===== config.mk =====
export PLATFORM = sky130hd
export DESIGN_NAME = averaged_level_alarm_hysteresis
export DESIGN_NICKNAME = d
export VERILOG_FILES = /design/src/rtl/alhy_pkg.sv /design/src/rtl/averaged_level_alarm_hysteresis.sv /design/src/rtl/alhy_cfg_regs.sv /design/src/rtl/alhy_ctrl.sv /design/src/rtl/alhy_dp.sv
export SDC_FILE = /design/constraint.sdc
export NUM_CORES = 1
export LEC_CHECK = 0
export ABC_AREA = 1
export BUFFER_PORTS_ARGS = -buffer_cell sky130_fd_sc_hd__buf_2
export CAP_MARGIN = 20
export CORE_MARGIN = 2
export CORE_UTILIZATION = 40
export CTS_CLUSTER_DIAMETER = 30
export DETAILED_ROUTE_END_ITERATION = 8
export PLACE_DENSITY = 0.54
export SYNTH_ARGS = -nofsm -noshare
export SYNTH_HDL_FRONTEND = slang
export SYNTH_SLANG_ARGS = --single-unit

===== constraint.sdc =====
create_clock -name clk -period 7.15 [get_ports clk]
set_clock_uncertainty 0.05 [all_clocks]
set_input_delay 0.715 -clock clk [delete_from_list [all_inputs] [get_ports clk]]
set_output_delay 0.715 -clock clk [all_outputs]
set_load 0.05 [all_outputs]

===== src/rtl/alhy_pkg.sv =====
// Shared types, codes and constants for the averaged level alarm block.
`default_nettype none

package alhy_pkg;

	// Fixed field widths
	localparam int LEVEL_BITS = 12;
	localparam int COUNT_BITS = 8;

	// Default sample width handed to the top level
	localparam int SAMPLE_BITS_DEF = 12;

	// Register reset values
	localparam logic [LEVEL_BITS-1:0] THRESHOLD_RST  = 12'd1500;
	localparam logic [LEVEL_BITS-1:0] MARGIN_RST     = 12'd500;
	localparam logic [LEVEL_BITS-1:0] HYSTERESIS_RST = 12'd200;
	localparam logic [COUNT_BITS-1:0] COUNT_RST      = 8'd75;

	// Register indexes
	localparam int CFG_IDX_BITS = 2;
	localparam logic [CFG_IDX_BITS-1:0] CFG_THRESHOLD  = 2'd0;
	localparam logic [CFG_IDX_BITS-1:0] CFG_MARGIN     = 2'd1;
	localparam logic [CFG_IDX_BITS-1:0] CFG_HYSTERESIS = 2'd2;
	localparam logic [CFG_IDX_BITS-1:0] CFG_COUNT      = 2'd3;

	// Level class codes
	typedef enum logic [1:0] {
		CLASS_OK     = 2'd0,
		CLASS_MEDIUM = 2'd1,
		CLASS_ALARM  = 2'd2
	} air_class_t;

	// Latch event codes
	typedef enum logic [1:0] {
		EVT_NONE  = 2'd0,
		EVT_SET   = 2'd1,
		EVT_CLEAR = 2'd2
	} latch_evt_t;

	// Controller states
	typedef enum logic [1:0] {
		ST_IDLE,
		ST_DIV,
		ST_FIN
	} state_t;

	// Live configuration
	typedef struct packed {
		logic [LEVEL_BITS-1:0] threshold;
		logic [LEVEL_BITS-1:0] margin;
		logic [LEVEL_BITS-1:0] hysteresis;
		logic [COUNT_BITS-1:0] count;
	} cfg_t;

	// Controller to datapath commands
	typedef struct packed {
		logic accept;
		logic div_step;
		logic finish;
	} ctrl_cmd_t;

	// Datapath to controller status
	typedef struct packed {
		logic last_sample;
	} dp_status_t;

endpackage

`default_nettype wire


===== src/rtl/averaged_level_alarm_hysteresis.sv =====
// Averaged level alarm with hysteresis latch: top level.
//
// Input channel in_valid/in_ready carries one sample per request. Samples are
// summed until cfg.count of them (a count of 0 acts as 1) form a batch; a
// sample that does not close a batch leaves in_ready high. The closing sample
// starts a restoring divider that yields one quotient bit a cycle; when the
// mean is ready the result register loads in ST_FIN as soon as the output
// slot is free, and out_valid rises in the cycle after the load.
// Output channel out_valid/out_ready carries one result request per batch. The
// result register frees the input side: samples keep being accepted while a
// result waits, and only a second finished batch waits for the receiver.
// in_ready is low while dividing and while a finished mean waits for the slot.
// Configuration is written through cfg_wr_en/cfg_index/cfg_data, one cycle a
// write, and should change only while no batch is being divided.
// Reset (arst_n low) restores the register defaults, empties the accumulator,
// clears the alarm latch and drops out_valid.
`default_nettype none

module averaged_level_alarm_hysteresis #(
	parameter int SAMPLE_BITS = alhy_pkg::SAMPLE_BITS_DEF
) (
	input  logic                                clk,
	input  logic                                arst_n,
	input  logic                                cfg_wr_en,
	input  logic [alhy_pkg::CFG_IDX_BITS-1:0]   cfg_index,
	input  logic [alhy_pkg::LEVEL_BITS-1:0]     cfg_data,
	input  logic                                in_valid,
	output logic                                in_ready,
	input  logic [SAMPLE_BITS-1:0]              sample,
	output logic                                out_valid,
	input  logic                                out_ready,
	output logic [alhy_pkg::LEVEL_BITS-1:0]     average,
	output logic [alhy_pkg::LEVEL_BITS-1:0]     reported_level,
	output logic [1:0]                          air_class,
	output logic                                alarm_latched,
	output logic [1:0]                          latch_event
);
	import alhy_pkg::*;

	cfg_t       cfg;
	ctrl_cmd_t  cmd;
	dp_status_t status;

	alhy_cfg_regs u_cfg (
		.clk       (clk),
		.arst_n    (arst_n),
		.cfg_wr_en (cfg_wr_en),
		.cfg_index (cfg_index),
		.cfg_data  (cfg_data),
		.cfg       (cfg)
	);

	alhy_ctrl #(.SAMPLE_BITS(SAMPLE_BITS)) u_ctrl (
		.clk       (clk),
		.arst_n    (arst_n),
		.in_valid  (in_valid),
		.in_ready  (in_ready),
		.out_valid (out_valid),
		.out_ready (out_ready),
		.status    (status),
		.cmd       (cmd)
	);

	alhy_dp #(.SAMPLE_BITS(SAMPLE_BITS)) u_dp (
		.clk            (clk),
		.arst_n         (arst_n),
		.cfg            (cfg),
		.cmd            (cmd),
		.status         (status),
		.sample         (sample),
		.average        (average),
		.reported_level (reported_level),
		.air_class      (air_class),
		.alarm_latched  (alarm_latched),
		.latch_event    (latch_event)
	);

	// A loaded result is always offered on the next cycle
	a_finish_shows: assert property (@(posedge clk) disable iff (!arst_n)
		cmd.finish |=> out_valid)
		else $error("result loaded but not offered");

	// A set event or an alarm class leaves the latch set
	a_set_latched: assert property (@(posedge clk) disable iff (!arst_n)
		out_valid && (latch_event == EVT_SET || air_class == CLASS_ALARM) |-> alarm_latched)
		else $error("alarm without latch");

	// A clear event leaves the latch clear
	a_clear_unlatched: assert property (@(posedge clk) disable iff (!arst_n)
		out_valid && latch_event == EVT_CLEAR |-> !alarm_latched)
		else $error("clear event with latch still set");

	// Without the latch the reported level is the plain mean
	a_report_plain: assert property (@(posedge clk) disable iff (!arst_n)
		out_valid && !alarm_latched |-> reported_level == average)
		else $error("level clamped while latch clear");

endmodule

`default_nettype wire


===== src/rtl/alhy_cfg_regs.sv =====
// Configuration register file written through the plain write port.
`default_nettype none

module alhy_cfg_regs (
	input  logic                                   clk,
	input  logic                                   arst_n,
	input  logic                                   cfg_wr_en,
	input  logic [alhy_pkg::CFG_IDX_BITS-1:0]      cfg_index,
	input  logic [alhy_pkg::LEVEL_BITS-1:0]        cfg_data,
	output alhy_pkg::cfg_t                         cfg
);
	import alhy_pkg::*;

	cfg_t cfg_q;

	// Register writes, decoded by index
	always_ff @(posedge clk or negedge arst_n) begin
		if (!arst_n) begin
			cfg_q.threshold  <= THRESHOLD_RST;
			cfg_q.margin     <= MARGIN_RST;
			cfg_q.hysteresis <= HYSTERESIS_RST;
			cfg_q.count      <= COUNT_RST;
		end else if (cfg_wr_en) begin
			unique case (cfg_index)
				CFG_THRESHOLD:  cfg_q.threshold  <= cfg_data;
				CFG_MARGIN:     cfg_q.margin     <= cfg_data;
				CFG_HYSTERESIS: cfg_q.hysteresis <= cfg_data;
				CFG_COUNT:      cfg_q.count      <= cfg_data[COUNT_BITS-1:0];
				default: ;
			endcase
		end
	end

	assign cfg = cfg_q;

endmodule

`default_nettype wire


===== src/rtl/alhy_ctrl.sv =====
// Controller: sequences accumulate, divide and result load, owns the result valid flag.
`default_nettype none

module alhy_ctrl #(
	parameter int SAMPLE_BITS = alhy_pkg::SAMPLE_BITS_DEF
) (
	input  logic                   clk,
	input  logic                   arst_n,
	input  logic                   in_valid,
	output logic                   in_ready,
	output logic                   out_valid,
	input  logic                   out_ready,
	input  alhy_pkg::dp_status_t   status,
	output alhy_pkg::ctrl_cmd_t    cmd
);
	import alhy_pkg::*;

	// One divider iteration per quotient bit
	localparam int DIV_STEPS = SAMPLE_BITS + COUNT_BITS;
	localparam int STEP_BITS = $clog2(DIV_STEPS);
	localparam logic [STEP_BITS-1:0] STEP_LAST = STEP_BITS'(DIV_STEPS - 1);

	state_t                state_q, state_d;
	logic [STEP_BITS-1:0]  step_q;
	logic                  out_valid_q;
	logic                  slot_free;

	assign slot_free = !out_valid_q || out_ready;

	// Next state
	always_comb begin
		state_d = state_q;
		unique case (state_q)
			ST_IDLE: begin
				if (in_valid && status.last_sample)
					state_d = ST_DIV;
			end
			ST_DIV: begin
				if (step_q == STEP_LAST)
					state_d = ST_FIN;
			end
			ST_FIN: begin
				if (slot_free)
					state_d = ST_IDLE;
			end
			default: state_d = ST_IDLE;
		endcase
	end

	// Outputs
	always_comb begin
		cmd      = '0;
		in_ready = 1'b0;
		unique case (state_q)
			ST_IDLE: begin
				in_ready   = 1'b1;
				cmd.accept = in_valid;
			end
			ST_DIV:  cmd.div_step = 1'b1;
			ST_FIN:  cmd.finish   = slot_free;
			default: ;
		endcase
	end

	// State, iteration count and result valid
	always_ff @(posedge clk or negedge arst_n) begin
		if (!arst_n) begin
			state_q     <= ST_IDLE;
			step_q      <= '0;
			out_valid_q <= 1'b0;
		end else begin
			state_q <= state_d;
			if (cmd.accept)
				step_q <= '0;
			else if (cmd.div_step)
				step_q <= step_q + 1'b1;
			if (cmd.finish)
				out_valid_q <= 1'b1;
			else if (out_ready)
				out_valid_q <= 1'b0;
		end
	end

	assign out_valid = out_valid_q;

endmodule

`default_nettype wire


===== src/rtl/alhy_dp.sv =====
// Datapath: batch accumulator, restoring divider, classifier, alarm latch, result register.
`default_nettype none

module alhy_dp #(
	parameter int SAMPLE_BITS = alhy_pkg::SAMPLE_BITS_DEF
) (
	input  logic                                clk,
	input  logic                                arst_n,
	input  alhy_pkg::cfg_t                      cfg,
	input  alhy_pkg::ctrl_cmd_t                 cmd,
	output alhy_pkg::dp_status_t                status,
	input  logic [SAMPLE_BITS-1:0]              sample,
	output logic [alhy_pkg::LEVEL_BITS-1:0]     average,
	output logic [alhy_pkg::LEVEL_BITS-1:0]     reported_level,
	output logic [1:0]                          air_class,
	output logic                                alarm_latched,
	output logic [1:0]                          latch_event
);
	import alhy_pkg::*;

	localparam int SUM_BITS = SAMPLE_BITS + COUNT_BITS;
	localparam int DIV_BITS = COUNT_BITS + 1;   // room for a divisor of 256
	localparam int CMP_BITS = (SAMPLE_BITS > LEVEL_BITS) ? SAMPLE_BITS : LEVEL_BITS;

	logic [SUM_BITS-1:0]   sum_q, sum_next;
	logic [COUNT_BITS-1:0] taken_q, cnt_next, target;
	logic                  latch_q, latch_next;

	logic [SUM_BITS-1:0]   quo_q;
	logic [DIV_BITS-1:0]   rem_q, dvsr_q;
	logic [DIV_BITS:0]     rem_sh, rem_diff;
	logic                  take_sub;

	logic [CMP_BITS-1:0]   avg_ext, thr_ext, medium_ext, release_ext, reported_ext;
	logic [LEVEL_BITS-1:0] medium_level, release_level;
	logic                  alarm_cond, below;
	air_class_t            class_d, class_q;
	latch_evt_t            evt_d, evt_q;
	logic [LEVEL_BITS-1:0] avg_q, reported_q;
	logic                  latched_q;

	// Batch bookkeeping
	always_comb begin
		sum_next           = sum_q + SUM_BITS'(sample);
		cnt_next           = taken_q + 1'b1;
		target             = (cfg.count == '0) ? COUNT_BITS'(1) : cfg.count;
		status.last_sample = (cnt_next == '0) || (cnt_next >= target);
	end

	// One restoring division step
	always_comb begin
		rem_sh   = {rem_q, quo_q[SUM_BITS-1]};
		rem_diff = rem_sh - {1'b0, dvsr_q};
		take_sub = rem_sh >= {1'b0, dvsr_q};
	end

	// Classification and hysteresis latch on the finished mean
	always_comb begin
		medium_level  = (cfg.threshold >= cfg.margin) ? cfg.threshold - cfg.margin : '0;
		release_level = (cfg.threshold >= cfg.hysteresis) ?
		                cfg.threshold - cfg.hysteresis : '0;
		avg_ext     = CMP_BITS'(quo_q[SAMPLE_BITS-1:0]);
		thr_ext     = CMP_BITS'(cfg.threshold);
		medium_ext  = CMP_BITS'(medium_level);
		release_ext = CMP_BITS'(release_level);
		alarm_cond  = avg_ext >= thr_ext;
		below       = avg_ext < release_ext;

		if (alarm_cond)
			class_d = CLASS_ALARM;
		else if (avg_ext >= medium_ext)
			class_d = CLASS_MEDIUM;
		else
			class_d = CLASS_OK;

		latch_next = latch_q;
		evt_d      = EVT_NONE;
		if (alarm_cond && !latch_q) begin
			latch_next = 1'b1;
			evt_d      = EVT_SET;
		end else if (below && latch_q) begin
			latch_next = 1'b0;
			evt_d      = EVT_CLEAR;
		end

		reported_ext = (latch_next && !alarm_cond) ? thr_ext : avg_ext;
	end

	// Accumulator, sample counter and latch
	always_ff @(posedge clk or negedge arst_n) begin
		if (!arst_n) begin
			sum_q   <= '0;
			taken_q <= '0;
			latch_q <= 1'b0;
		end else begin
			if (cmd.accept) begin
				if (status.last_sample) begin
					sum_q   <= '0;
					taken_q <= '0;
				end else begin
					sum_q   <= sum_next;
					taken_q <= cnt_next;
				end
			end
			if (cmd.finish)
				latch_q <= latch_next;
		end
	end

	// Divider registers and result register
	always_ff @(posedge clk) begin
		if (cmd.accept && status.last_sample) begin
			quo_q  <= sum_next;
			rem_q  <= '0;
			dvsr_q <= {cnt_next == '0, cnt_next};
		end else if (cmd.div_step) begin
			quo_q <= {quo_q[SUM_BITS-2:0], take_sub};
			rem_q <= take_sub ? rem_diff[DIV_BITS-1:0] : rem_sh[DIV_BITS-1:0];
		end
		if (cmd.finish) begin
			avg_q      <= avg_ext[LEVEL_BITS-1:0];
			reported_q <= reported_ext[LEVEL_BITS-1:0];
			class_q    <= class_d;
			latched_q  <= latch_next;
			evt_q      <= evt_d;
		end
	end

	assign average        = avg_q;
	assign reported_level = reported_q;
	assign air_class      = class_q;
	assign alarm_latched  = latched_q;
	assign latch_event    = evt_q;

endmodule

`default_nettype wire


==> results.sh <==
export IMPL_ys_flop_type="dfrtp_1"
export IMPL_core_area_um2=22700
export IMPL_min_period_ns=4.00
export IMPL_seq_area_frac_synth=0.428
export IMPL_fp_row_count=55
export IMPL_worstPathArrival_ns=4.24
export IMPL_synth_area_um2=9290
export IMPL_syn_to_final_growth_pct=12.1
export IMPL_hold_buffers=0
export IMPL_drtIter0Drc=364
export IMPL_clk_pin_slew_ns=0.06
export IMPL_port_buffers=61
export IMPL_yosys_warnings=0
export IMPL_synthXorXnorAreaFrac=0.0253
export IMPL_end_kind="register"
export IMPL_clk_path_buf_depth=2
export IMPL_htreeDepth=4
export IMPL_first_pass_iters=5
export IMPL_maxCapViolCount=0
export IMPL_outcome="completed"
export IMPL_whs_ns=0.183
export IMPL_avgRoutedWirePerCell_um=14.9
export IMPL_diodes=0
export IMPL_grt_max_degree=52
export IMPL_ir_worst_vdd_v=0.000158
export IMPL_gp_congestion=0.852
export IMPL_power_density_nw_per_um2=439
export IMPL_top_usage_layer="met1"
export IMPL_slew_headroom=0.334
export IMPL_crit_type="register to register"
export IMPL_wirelength_um=22000
export IMPL_track_usage=0.188
export IMPL_fp_dieW_um=156
export IMPL_routed_via_count=7389
export IMPL_yosys_area_top_type="edfxtp_1"
export IMPL_numCtsBuffers=17
export IMPL_final_util=0.458
export IMPL_rsz0062_at_grt="no"
export IMPL_netlist_top_cells_count="284 x nand2_1, 158 x inv_1, 103 x o21ai_0"
export IMPL_drv_slew=0
export IMPL_fin_setup_tns_ns=0
export IMPL_route_detailed_drc=0
export IMPL_met1_usage=0.291
export IMPL_cts_tree="built"
export IMPL_required_ns=7.38
export IMPL_fmax_ghz=0.250
export IMPL_synth_top_family_by_area="simple AND/OR/NAND/NOR gates"
export IMPL_grt_pass1_vias=6794
export IMPL_synth_top_cell_area_share=0.188
export IMPL_synth_edf_count=58
export IMPL_synth_cell_types=50
export IMPL_setup_ws_ns=3.15
export IMPL_die_height_um=156
export IMPL_synth_seq_cells=148
export IMPL_cts_sink_count=148
export IMPL_via_per_inst=5.00
export IMPL_nets=1305
export IMPL_ctsResizeCount=0
export IMPL_crit_path_max_fanout=15
export IMPL_place_ws_ns=3.16
export IMPL_syn_instance_count=1121
export IMPL_clk_insertion_delay_late_ns=0.42
export IMPL_io_pins=62
export IMPL_syn_nets=1246
export IMPL_reg2reg_depth=20
export IMPL_leakage_nw=5.02
export IMPL_hold_path_class="input port to async pin"
export IMPL_grtUsageMet3=0.0219
export IMPL_tightest_slew_ns=0.996
export IMPL_hold_viol=0
export IMPL_grt_ovfl_total=0
export IMPL_grt_use_met2=0.275
export IMPL_synth_compound_area_share=0.141
export IMPL_antenna_found_initial=0
export IMPL_layout_drive_gt1_share=0.120
export IMPL_yosys_area_share_simple=0.196
export IMPL_avgSynthCellArea_um2=8.29
export IMPL_synthAdderAreaFrac=0.130
export IMPL_fin_crit_sh=0.560
export IMPL_grt_pass1_wl_um=35900
export IMPL_synth_area_mux_share=0
export IMPL_async_reset_ff_frac=0.547
export IMPL_clockRootBuffer="clkbuf_16"
export IMPL_synth_area_top_cells="edfxtp_1 19%, dfrtp_1 16%, ha_1 12%, nand2_1 11%, inv_1 6.4%"
export IMPL_initial_core_util=0.409
export IMPL_hpwlAfterDp_um=16400
export IMPL_synth_most_common_cell="nand2_1"
export IMPL_finalSetupViolations=0
export IMPL_post_cts_buffers=0
export IMPL_die_area_um2=24500
export IMPL_worst_setup_path_start_kind="register"
export IMPL_ant_nets=0
## power by group
part / switching, mW / internal (mW)
combinational: 1.45 / 0.758
sequential: 0.242 / 1.26
clock: 0.361 / 0.505
## sequential cells by signal, indices dropped and copies added, names as in the netlist, 5 cells and up
register and cells:
u_dp.sum_q 20, u_dp.dvsr_q 9, u_dp.quo_q 20, u_dp.average 12, u_dp.taken_q 8, u_dp.reported_level 12
u_ctrl.step_q 5, u_dp.rem_q 9, u_cfg.cfg 44
## cell families after synthesis
logic type | Yosys count
DFF | 148
xor gates and xnor gates | 26
buffers and inverters | 188
AOI/OAI and AO/OA | 229
adders and majority gates | 94
and+or+nand+nor | 436
## layout by cell type, fill, tap and decap left out, types with 6 or more instances in the layout
master	instances
nor2_1	62
dfstp_2	20
ha_1	90
o21ai_0	103
a21oi_1	58
o21ai_2	7
clkbuf_16	19
or2_2	11
dfxtp_1	9
nor3_1	10
dfrtp_1	61
inv_1	158
nand2_1	284
buf_2	60
xor2_1	21
o31ai_1	7
o22ai_1	6
nand4_1	19
nand3_1	38
a31oi_1	16
edfxtp_1	58
a211oi_1	6
## metal layers
metal	vias to the layer above	wire length (um)
li1	3868	-
met4	0	225
met5	-	0
met2	109	9280
met3	16	617
met1	3396	11900
## worst paths after layout
kind                                                 from                          endpoint  slack (ns)
max in group asynchronous                          arst_n       u_dp.taken_q[4]$_DFFE_PN0P_        5.81
worst max register to register  u_cfg.cfg[32]$_DFFE_PN0P_  u_dp.reported_level[1]$_DFFE_PP_        3.15
worst min-delay path                               arst_n          u_cfg.cfg[5]$_DFFE_PN0P_        0.18
min in group clk                u_cfg.cfg[10]$_DFFE_PN0P_         u_cfg.cfg[10]$_DFFE_PN0P_        0.43
worst max-delay path            u_cfg.cfg[32]$_DFFE_PN0P_  u_dp.reported_level[1]$_DFFE_PP_        3.15
worst min register to register  u_cfg.cfg[10]$_DFFE_PN0P_         u_cfg.cfg[10]$_DFFE_PN0P_        0.43
## critical path, cell delays in order, from the launching register on
cell and delay (ns):
dfrtp_1 0.42, inv_1 0.09, ha_1 0.23, fa_1 0.37, inv_1 0.07, nand2_1 0.06, a21oi_1 0.32, nand2_1 0.09
nand4_1 0.30, a21boi_0 0.21, o21ai_0 0.11, ha_1 0.31, a21oi_1 0.16, nor2_1 0.05, a211oi_1 0.17, o221ai_1 0.13
nor2_1 0.12, nand2_2 0.20, nand3_2 0.26, nand2_1 0.08, nand2_1 0.07
## metrics by stage
stage | std cells | total power [mW] | cell area (um^2)
finish | 1478 | 4.57 | 10400
floorplan | 1121 | 3.18 | 9290
detailed placement | 1446 | 3.73 | 9850
CTS | 1478 | 4.61 | 10400
global placement | 1446 | 3.71 | 9850
global route | 1478 | 5.01 | 10400
## final cells by class
type | count | area, um^2
clock buffer | 26 | 522
clock inverter | 6 | 41.3
fill | 2282 | 12300
inverter | 163 | 612
multi-input combinational | 785 | 4570
sequential | 148 | 3970
tap | 285 | 357
timing repair buffer | 65 | 338
(Power assumes the default switching activity.)
